[src/hw/rtl/rctadc_pkg.sv]
// Shared types and constants for the RC charge-time ADC sequencer.
// Used by rctadc_core and rc_charge_time_adc_sequencer_top; no dependencies.

package rctadc_pkg;

   // Default sizing, handed down as module parameters
   localparam int MAX_CHANNELS_DEF = 8;
   localparam int TIME_BITS_DEF    = 32;

   // Fixed field widths of the channels
   localparam int LEVEL_W  = 8;
   localparam int NOW_W    = 32;
   localparam int ACTIVE_W = 4;
   localparam int RCH_W    = 3;
   localparam int RTIME_W  = 32;

   // Counter width for channel count compares (covers up to 63 channels)
   localparam int CNT_W = 6;

   // Reset value of the active channel count
   localparam logic [ACTIVE_W-1:0] ACTIVE_RESET = 4'd8;

   // Sequencer phase, one-hot
   typedef enum logic [2:0] {
      PH_IDLE      = 3'b001,
      PH_DISCHARGE = 3'b010,
      PH_CHARGE    = 3'b100
   } phase_type;

   // One result item
   typedef struct packed {
      logic               discharge_drive;
      logic               sweep_ready;
      logic               reading_valid;
      logic [RCH_W-1:0]   reading_channel;
      logic [RTIME_W-1:0] reading_time;
   } result_type;

endpackage

[src/hw/rtl/rctadc_core.sv]
// Sequencer core: phase control, channel stepping and the per-channel start-time memory.
// Depends on rctadc_pkg.

module rctadc_core #(
   parameter int MAX_CHANNELS = rctadc_pkg::MAX_CHANNELS_DEF,
   parameter int TIME_BITS    = rctadc_pkg::TIME_BITS_DEF
) (
   input  logic                                 clock,
   input  logic                                 reset,
   input  logic                                 step,
   input  logic [rctadc_pkg::LEVEL_W-1:0]       channel_levels,
   input  logic [rctadc_pkg::NOW_W-1:0]         now_us,
   input  logic                                 csr_wr_en,
   input  logic [rctadc_pkg::ACTIVE_W-1:0]      csr_wr_data,
   output rctadc_pkg::result_type               result
);

   localparam int CH_W = (MAX_CHANNELS > 1) ? $clog2(MAX_CHANNELS) : 1;
   localparam int CNT_W = rctadc_pkg::CNT_W;
   localparam logic [CNT_W-1:0] MAX_CNT = CNT_W'(MAX_CHANNELS);
   localparam logic [CNT_W-1:0] LEVEL_CNT = CNT_W'(rctadc_pkg::LEVEL_W);

   rctadc_pkg::phase_type phase_ff, phase_in;
   logic [CH_W-1:0]       ch_ff, ch_in;
   logic [rctadc_pkg::ACTIVE_W-1:0] active_ff;

   // Start-time memory, one entry per channel, registered read
   logic [TIME_BITS-1:0]  start_mem [MAX_CHANNELS];
   logic [TIME_BITS-1:0]  start_rd_ff;

   logic [CNT_W-1:0]      ch_ext;
   logic [CNT_W-1:0]      active_ext;
   logic [CNT_W-1:0]      sweep_len;
   logic                  level;
   logic                  last_ch;
   logic [TIME_BITS-1:0]  now_t;
   logic [TIME_BITS-1:0]  elapsed;
   logic                  start_wr;
   logic                  done;

   // Channel level lookup and sweep length clamp
   always_comb begin
      ch_ext     = CNT_W'(ch_ff);
      active_ext = CNT_W'(active_ff);
      level      = (ch_ext < LEVEL_CNT) ? channel_levels[ch_ext[2:0]] : 1'b0;
      if (active_ext == '0) begin
         sweep_len = CNT_W'(1);
      end else if (active_ext > MAX_CNT) begin
         sweep_len = MAX_CNT;
      end else begin
         sweep_len = active_ext;
      end
      last_ch = (ch_ext + CNT_W'(1)) >= sweep_len;
      now_t   = TIME_BITS'(now_us);
      elapsed = now_t - start_rd_ff;
   end

   // Next phase and channel
   always_comb begin
      phase_in = phase_ff;
      ch_in    = ch_ff;
      start_wr = 1'b0;
      done     = 1'b0;
      if (step) begin
         case (phase_ff)
            rctadc_pkg::PH_DISCHARGE: begin
               if (!level) begin
                  start_wr = 1'b1;
                  phase_in = rctadc_pkg::PH_CHARGE;
               end
            end
            rctadc_pkg::PH_CHARGE: begin
               if (level) begin
                  done = 1'b1;
                  if (last_ch) begin
                     ch_in    = '0;
                     phase_in = rctadc_pkg::PH_IDLE;
                  end else begin
                     ch_in    = CH_W'(ch_ext + CNT_W'(1));
                     phase_in = rctadc_pkg::PH_DISCHARGE;
                  end
               end
            end
            default: begin
               phase_in = rctadc_pkg::PH_DISCHARGE;
            end
         endcase
      end
   end

   // Result of this step
   always_comb begin
      result.discharge_drive = (phase_in == rctadc_pkg::PH_DISCHARGE);
      result.sweep_ready     = (phase_in == rctadc_pkg::PH_IDLE);
      result.reading_valid   = done;
      result.reading_channel = done ? ch_ext[rctadc_pkg::RCH_W-1:0] : '0;
      result.reading_time    = done ? rctadc_pkg::RTIME_W'(elapsed) : '0;
   end

   // Control state
   always_ff @(posedge clock) begin
      if (reset) begin
         phase_ff  <= rctadc_pkg::PH_IDLE;
         ch_ff     <= '0;
         active_ff <= rctadc_pkg::ACTIVE_RESET;
      end else begin
         phase_ff <= phase_in;
         ch_ff    <= ch_in;
         if (csr_wr_en) begin
            active_ff <= csr_wr_data;
         end
      end
   end

   // Write start time; read the entry of the next channel, forward a same-entry write
   always_ff @(posedge clock) begin
      if (start_wr) begin
         start_mem[ch_ff] <= now_t;
      end
      if (start_wr && (ch_in == ch_ff)) begin
         start_rd_ff <= now_t;
      end else begin
         start_rd_ff <= start_mem[ch_in];
      end
   end

endmodule

[src/hw/rtl/rc_charge_time_adc_sequencer_top.sv]
// Top level of the RC charge-time ADC sequencer: configuration register port,
// input channel, sequencer core and a two-entry output buffer. Depends on rctadc_pkg, rctadc_core.
//
// Usage:
//  - req_ channel: one transfer per update step, carrying the comparator levels of all
//    channels and the free-running microsecond timestamp.
//  - rsp_ channel: exactly one result transfer per request transfer, in order: discharge
//    drive, sweep ready, and the completed reading (channel and charge time) if any.
//  - csr_ port: csr_wr_en writes the active channel count at any edge; a step taken at
//    that same edge still uses the old count.
// Output: rsp_ is driven from the output register, fed from the skid register under rsp_stall.
// Throughput: one request per cycle while req_stall is low; phase, channel index and start-time
//  memory update in the same cycle and the start-time read registers for the next step.
// Reset (synchronous): phase idle, channel 0, active count 8, output buffer empty.
//  Start-time entries are written before they are read, so they are not cleared.
// Receiver stall: results collect in the output register and a skid register;
//  req_stall rises only once both are full and falls when the skid entry drains.

module rc_charge_time_adc_sequencer_top #(
   parameter int MAX_CHANNELS = rctadc_pkg::MAX_CHANNELS_DEF,
   parameter int TIME_BITS    = rctadc_pkg::TIME_BITS_DEF
) (
   input  logic                               clock,
   input  logic                               reset,
   input  logic                               req_valid,
   output logic                               req_stall,
   input  logic [rctadc_pkg::LEVEL_W-1:0]     req_channel_levels,
   input  logic [rctadc_pkg::NOW_W-1:0]       req_now_us,
   output logic                               rsp_valid,
   input  logic                               rsp_stall,
   output logic                               rsp_discharge_drive,
   output logic                               rsp_sweep_ready,
   output logic                               rsp_reading_valid,
   output logic [rctadc_pkg::RCH_W-1:0]       rsp_reading_channel,
   output logic [rctadc_pkg::RTIME_W-1:0]     rsp_reading_time,
   input  logic                               csr_wr_en,
   input  logic [rctadc_pkg::ACTIVE_W-1:0]    csr_wr_data
);

   logic                   req_xfer;
   logic                   rsp_xfer;
   rctadc_pkg::result_type core_result;
   rctadc_pkg::result_type out_ff, out_in;
   rctadc_pkg::result_type skid_ff, skid_in;
   logic                   out_valid_ff, out_valid_in;
   logic                   skid_valid_ff, skid_valid_in;

   assign req_stall = skid_valid_ff;
   assign req_xfer  = req_valid && !skid_valid_ff;
   assign rsp_xfer  = out_valid_ff && !rsp_stall;

   rctadc_core #(
      .MAX_CHANNELS (MAX_CHANNELS),
      .TIME_BITS    (TIME_BITS)
   ) u_core (
      .clock          (clock),
      .reset          (reset),
      .step           (req_xfer),
      .channel_levels (req_channel_levels),
      .now_us         (req_now_us),
      .csr_wr_en      (csr_wr_en),
      .csr_wr_data    (csr_wr_data),
      .result         (core_result)
   );

   // Output buffer: drain skid first, park new results in skid when output is held
   always_comb begin
      out_in        = out_ff;
      skid_in       = skid_ff;
      out_valid_in  = out_valid_ff;
      skid_valid_in = skid_valid_ff;
      if (rsp_xfer) begin
         if (skid_valid_ff) begin
            out_in        = skid_ff;
            skid_valid_in = 1'b0;
         end else begin
            out_in       = core_result;
            out_valid_in = req_xfer;
         end
      end else if (req_xfer) begin
         if (out_valid_ff) begin
            skid_in       = core_result;
            skid_valid_in = 1'b1;
         end else begin
            out_in       = core_result;
            out_valid_in = 1'b1;
         end
      end
   end

   // Buffer control
   always_ff @(posedge clock) begin
      if (reset) begin
         out_valid_ff  <= 1'b0;
         skid_valid_ff <= 1'b0;
      end else begin
         out_valid_ff  <= out_valid_in;
         skid_valid_ff <= skid_valid_in;
      end
   end

   // Buffer payload
   always_ff @(posedge clock) begin
      out_ff  <= out_in;
      skid_ff <= skid_in;
   end

   assign rsp_valid           = out_valid_ff;
   assign rsp_discharge_drive = out_ff.discharge_drive;
   assign rsp_sweep_ready     = out_ff.sweep_ready;
   assign rsp_reading_valid   = out_ff.reading_valid;
   assign rsp_reading_channel = out_ff.reading_channel;
   assign rsp_reading_time    = out_ff.reading_time;

endmodule
[config.mk]
export PLATFORM = sky130hd
export DESIGN_NAME = rc_charge_time_adc_sequencer_top
export DESIGN_NICKNAME = d
export VERILOG_FILES = /design/src/hw/rtl/rctadc_pkg.sv /design/src/hw/rtl/rctadc_core.sv /design/src/hw/rtl/rc_charge_time_adc_sequencer_top.sv
export SDC_FILE = /design/constraint.sdc
export NUM_CORES = 1
export LEC_CHECK = 0
export ABC_AREA = 1
export BUFFER_PORTS_ARGS = -buffer_cell sky130_fd_sc_hd__buf_2
export CAP_MARGIN = 20
export CORE_MARGIN = 2
export CORE_UTILIZATION = 45
export DETAILED_ROUTE_END_ITERATION = 8
export GPL_TIMING_DRIVEN = 1
export PLACE_DENSITY = 0.71
export SYNTH_ARGS = -nofsm -noshare
export SYNTH_HDL_FRONTEND = slang
export SYNTH_SLANG_ARGS = --single-unit
export TNS_END_PERCENT = 1
[constraint.sdc]
create_clock -name clock -period 4.3 [get_ports clock]
set_input_delay 0.43 -clock clock [delete_from_list [all_inputs] [get_ports clock]]
set_output_delay 0.43 -clock clock [all_outputs]
set_load 0.1 [all_outputs]
After elaboration in Yosys (flattened, before gate mapping)
Memories as Yosys holds them, arrays and structs flattened. A register that Yosys moved wholly into a read port is not among the register bits.
Index checks and enable logic that the tools add are counted.
{"block": "totals", "output_inout_bits": 40, "wordCells": 69, "ramBits": 256, "reg_bits": 88, "memories": 1}
{"name": "u_core.start_mem", "words": 8, "width": 32, "read_ports": 1, "rd_clocked_by_memory_dff": 1, "wr": 1, "line_no": "rctadc_core.sv:28", "rtl": "logic [TIME_BITS-1:0] start_mem [MAX_CHANNELS];"}
{"block": "op_classes", "n_eq_ne": 6, "bitwise": 1, "n_reduce_logical": 11, "muxes": 30, "n_lt_le_gt_ge": 3, "addsub": 2}
{"operator": "$mux W38", "n": 4}
{"operator": "$mux W32", "n": 1}
{"operator": "$sub A32 B32 Y32", "n": 1}
{"operator": "$mux W3", "n": 8}
{"operator": "$mux W1", "n": 12}
{"operator": "$eq A3 B2 Y1 const B", "n": 2}
{"operator": "$ge A6 B6 Y1", "n": 1}
{"operator": "$mux W6", "n": 1}
{"operator": "$pmux W3 S2", "n": 1}
{"operator": "$reduce_and A2 Y1", "n": 3}
{"operator": "$add A3 B1 Y4 const B", "n": 1}
{"operator": "$gt A4 B4 Y1 const B", "n": 1}
{"operator": "$logic_not A4 Y1", "n": 1}
{"operator": "$lt A3 B4 Y1 const B", "n": 1}
{"operator": "$mux W4", "n": 1}
{"operator": "$ne A2 B2 Y1 const B", "n": 2}
{"operator": "$bmux W1 S3", "n": 1}
{"operator": "$eq A3 B1 Y1 const B", "n": 1}
{"operator": "$eq A3 B3 Y1 const B", "n": 1}
{"operator": "$reduce_and A3 Y1", "n": 1}
{"operator": "$logic_and A1 B1 Y1", "n": 2}
{"operator": "$logic_not A1 Y1", "n": 2}
{"operator": "$mux W2", "n": 1}
{"operator": "$reduce_bool A2 Y1", "n": 1}
{"operator": "2 further kinds", "n": 2}

Longest topological paths before layout
{"block": "logic_depth", "word_depth": 12, "mapped_depth": 22, "mapped_depth_nobuf": 19}

Hierarchy
From an unflattened synthesis, not the netlist that was laid out.
{"block": "unflattened", "cells_unflattened": 1565, "area_unflattened_um2": 16017.9}
{"mod": "rctadc_core", "n_inst": 1, "cells_each": 1350, "area_per_inst_um2": 13127.6}
{"mod": "rc_charge_time_adc_sequencer_top", "n_inst": 1, "cells_each": 215, "area_per_inst_um2": 2890.3}

Worst setup path before layout
No wires, ideal clock.
{"block": "synth_path", "path_kind": "flip-flop to flip-flop", "from": "reg skid_valid_ff (netlist: req_stall)", "to": "mem u_core.start_mem[2][0] in the netlist's numbering (enable)", "path_stages_with_launch": 6, "setup_time_ns": 0.502, "path_buffers": 0, "arrival_time_ns": 4.302, "required_ns": 3.798, "setup_slack_ns": -0.503, "path_cell_list": "dfxtp_1 inv_2 nand2_1 inv_1 nand2_1 nor4_1"}
{"block": "synth_via", "elab_chain_cells": 5}
{"element": "start, declared", "line_no": "rc_charge_time_adc_sequencer_top.sv:46", "rtl": "logic skid_valid_ff, skid_valid_in;"}
{"element": "start signal, assigned", "line_no": "rc_charge_time_adc_sequencer_top.sv:98", "rtl": "skid_valid_ff <= skid_valid_in;"}
{"element": "$logic_not A1 Y1", "line_no": "rc_charge_time_adc_sequencer_top.sv:49", "rtl": "assign req_xfer = req_valid && !skid_valid_ff;"}
{"element": "$logic_and A1 B1 Y1", "line_no": "rc_charge_time_adc_sequencer_top.sv:49"}
{"element": "$mux W1", "line_no": "rctadc_core.sv:64", "rtl": "if (step) begin"}
{"element": "$mux W1", "line_no": "rctadc_core.sv:117", "rtl": "if (start_wr) begin"}
{"element": "$mux W1 (not written as such)", "line_no": "rctadc_core.sv:118", "rtl": "start_mem[ch_ff] <= now_t;"}
{"element": "end, declared", "line_no": "rctadc_core.sv:28"}
Every way passes these cells.

==> metrics.md <==
| Metric | Value |
|---|---|
| Crit path DAT | `3.74 ns` |
| Final #Nets | `approximately 1.6k` |
| Switch share | `0.238` |
| Max VDD drop | `around 350 uV` |
| Die height | `approximately 190 microns` |
| Remaining antenna violation count after routing | `0` |
| Leak | `roughly 7 nW` |
| Layout cell share with drive strength beyond 1 | `0.126` |
| Worst Reg-to-Reg Cells | `14` |
| Initial core utilization | `0.456` |
| Register area share after synthesis | `0.654` |
| Post-route setup slack | `roughly 0.8 ns` |
| Clk pin slew, worst setup/hold paths | `roughly 0.060 ns` |
| Initial DRC Count | `between 800 and 900` |
| Most frequent CP cell | `nand2_1` |
| Drt pass-1 iters | `5` |
| Tcrit/Tclk final | `0.809` |
| CTS Buffer Depth | `3` |
| DRC viols | `0` |
| Max-cap viol count | `0` |
| Sequential Power Share | `0.510` |
| CP top delay family | `simple AND/OR/NAND/NOR gates` |
| Comb pwr share | `0.081` |
| Routed WL per cell | `~18 microns` |
| Clk Latency, worst-skew pair | `between 0.5 and 0.6 ns` |
| Main synth FF type | `edfxtp_1` |
| Total die area | `between 30,000 and 40,000 sq um` |
| Post-Syn Nets | `~1.5k` |
| Post_cts resized | `0` |
| Syn Std Cell Area | `about 16,000 sq um` |
| Worst-Margin Slew | `roughly 0.90 ns` |
| Class of the most critical setup path | `register to register` |
| Placed cell area | `~17,000 sq um` |
| Post-Route WL | `37.5 mm` |
| Final TNS setup | `0 ns` |
| Post-CTS Hold Fix Bufs | `0` |
| Initial antenna violation count | `3` |
| Worst slew margin | `0.401` |
| Hold Crit Endpoint | `u_core.active_ff[3]` |
| Reg2reg setup slack | `0.82 ns` |
| Synth async-reset ratio | `0` |
| Power per cell area | `around 410 nW/um^2` |
| CP required | `4.56 ns` |
| Cell Count, Final, Fillers Out | `roughly 2.0k` |
| Largest net degree at the start of global routing | `around 110` |
| Core area | `between 30,000 and 40,000 sq um` |
| Vias in the first global route | `10.4k` |
| Final Cell Area | `17,800 sq um` |
| Vias | `11.1k` |
| Setup bufs post-CTS | `0` |
| Final core utilization | `0.518` |
| CP peak stage delay | `between 0.5 and 0.6 ns` |
| HPWL Detailed | `around 24 mm` |
| Placed cell count | `~2.0k` |
| Final setup fails | `0` |
| Final-report hold violation count | `0` |
| Clock power frac | `0.409` |
| Worst hold start | `csr_wr_data[3]` |
| RSZ-0062 raised after global routing | `false` |
| CP endpoint kind | `register` |
| Clock root buffer master | `clkbuf_16` |
| FP Rows | `68` |
| Slowest CP cell | `buf_4` |
| Critical Path, Cell by Cell | `buf_4 -> o21ai_0 -> o221ai_1 -> o21ai_0 -> ha_1 -> nand2_1 -> inv_1 -> nand2_1 -> nor3_2 -> nand4_1 -> nand3_1 -> nand2_1 -> nand2_1 -> o21ai_1` |
| CTS H-tree lvls | `2` |
| Area growth from synthesis to layout | `13.7%` |
| Setup slack at placement | `slightly below 0.9 ns` |
| Mapped Cells | `~1.5k` |
| Most frequent cells in the layout | `edfxtp_1 (332), nand2_1 (264), nor2_1 (211)` |
| Synth cell types | `41` |
| Worst Path Buf+Inv | `2` |
| First-pass GRT wire length | `approximately 58 mm` |
| Syn. warnings | `0` |
| Gpl congestion | `0.974` |
| Yosys reg bits | `approximately 350` |
| Hold Path Class | `input port to register` |
| Fmax | `around 0.29 GHz` |
| Max Clock Skew | `roughly 0.019 ns` |
| Hold path cells | `3` |
| Commonest non-fill, non-tap cell in the layout | `edfxtp_1` |
| R2R Path End | `rsp_reading_time[17]` |
| Status | `finished clean` |
| Top-area cell type share of the netlist area | `0.635` |
| Startpoint types | `register` |
| Sw power | `approximately 0.0018 W` |
| Syn Area/Cell | `roughly 11 sq um` |
| Top cells by area, synth | `edfxtp_1 (64%), nand2_1 (6.3%), o21ai_0 (6.1%)` |
| Internal power | `0.00562 W` |
| Clock Sinks | `roughly 350` |
| Overflow after GRT | `0` |
| CTS tree | `yes` |
| Max-slew violations | `0` |
| IO buf count | `between 80 and 90` |
| Tot GR Track Use | `0.207` |
| EDFF count, synth | `approximately 330` |
| Post-layout min period | `around 3.5 ns` |
| Post-synth top area cell | `edfxtp_1` |
| Num CTS Buffers | `38` |
| Drt via density | `5.45` |
| Crit path max fanout | `64` |
| Ports | `slightly below 90` |
| Die Wd | `191 microns` |
-- registers in the layout, indices dropped and copies added, names as in the netlist, named ones only --
name and count:
req_stall 1, rsp_discharge_drive 1, rsp_reading_channel 3, rsp_reading_time 32
rsp_reading_valid 1, rsp_sweep_ready 1, rsp_valid 1, skid_ff 38
u_core.active_ff 4, u_core.ch_ff 3, u_core.phase_ff 3, u_core.start_mem 256
-- power groups by stage --
stage	registers (W)	clock network (W)	logic, W
2_1_floorplan	0.00405	0	0.000199
3_3_place_gp	0.00384	0	0.000582
3_5_place_dp	0.00384	0	0.000588
4_1_cts	0.00377	0.00307	0.000590
5_1_grt	0.00377	0.00322	0.000637
6_report	0.00377	0.00302	0.000594
-- how the worst max path moves through the flow --
stage / endpoint / slack [ns] / cells past startpoint
final: rsp_reading_time[17] / 0.82 / 14
after global routing: skid_ff[27] / 0.56 / 13
after CTS: rsp_reading_time[17] / 0.86 / 14
after detailed placement: rsp_reading_time[17] / 0.89 / 14
after global placement: rsp_reading_time[17] / 0.90 / 14
after floorplan: u_core.start_mem[2][0] / -0.50 / 5
-- cell families after synthesis --
| kind of cell | Yosys count | share of synthesized area |
|---|---|---|
| AOI/OAI and AO/OA | 313 | 0.111 |
| xor gates and xnor gates | 6 | 0.00335 |
| adders and majority gates | 37 | 0.0300 |
| buffers and inverters | 189 | 0.0506 |
| DFF | 347 | 0.654 |
| and+or+nand+nor | 566 | 0.151 |
-- cells in the mapped netlist (2+ instances only) --
cell      count
nor2_1      212
or2_2         3
nor4_1        8
or2_1         2
a21oi_1      43
buf_4         2
edfxtp_1    332
buf_6         4
dfxtp_1      15
buf_2        12
o22ai_1      31
ha_1         36
nor3_1        8
nand4_1       8
o21ai_0     191
nand2_4       3
nand3_1      36
o21bai_1      5
nand2_1     264
o221ai_1     30
nand3b_1      2
o21ai_1       9
nor2_2        2
xnor2_1       5
clkbuf_1     39
inv_1       124
nand2_2       2
inv_2         4
nand3_2      14
-- final cells by class --
cell class	count	area, sq um
multi-input combinational	922	4700
clock inverter	18	159
timing repair buffer	106	651
sequential	347	10300
tap	455	569
antenna	2	5.00
fill	3012	16600
inverter	130	493
clock buffer	48	988
-- routing by layer --
layer | share of wire | global-route usage | routed length [microns] | vias up
li1 | - | - | - | 5282
met1 | 0.44 | 0.288 | 16500 | 5347
met2 | 0.47 | 0.333 | 17600 | 349
met3 | 0.065 | 0.0348 | 2420 | 68
met4 | 0.024 | 0.0632 | 907 | 4
met5 | 0.00056 | 0 | 21 | -
-- worst min-delay path: stages --
cell     delay, ns
buf_2         0.08
a21oi_1       0.05
o21ai_0       0.05
-- stage by stage --
step | power [W] | hold WS, ns
5_1_grt | 0.00762 | 0.137
4_1_cts | 0.00743 | 0.118
3_3_place_gp | 0.00442 | 0.503
2_1_floorplan | 0.00425 | 0.475
6_report | 0.00738 | 0.128
3_5_place_dp | 0.00442 | 0.505
No activity file was read; power rests on OpenSTA's default activity.
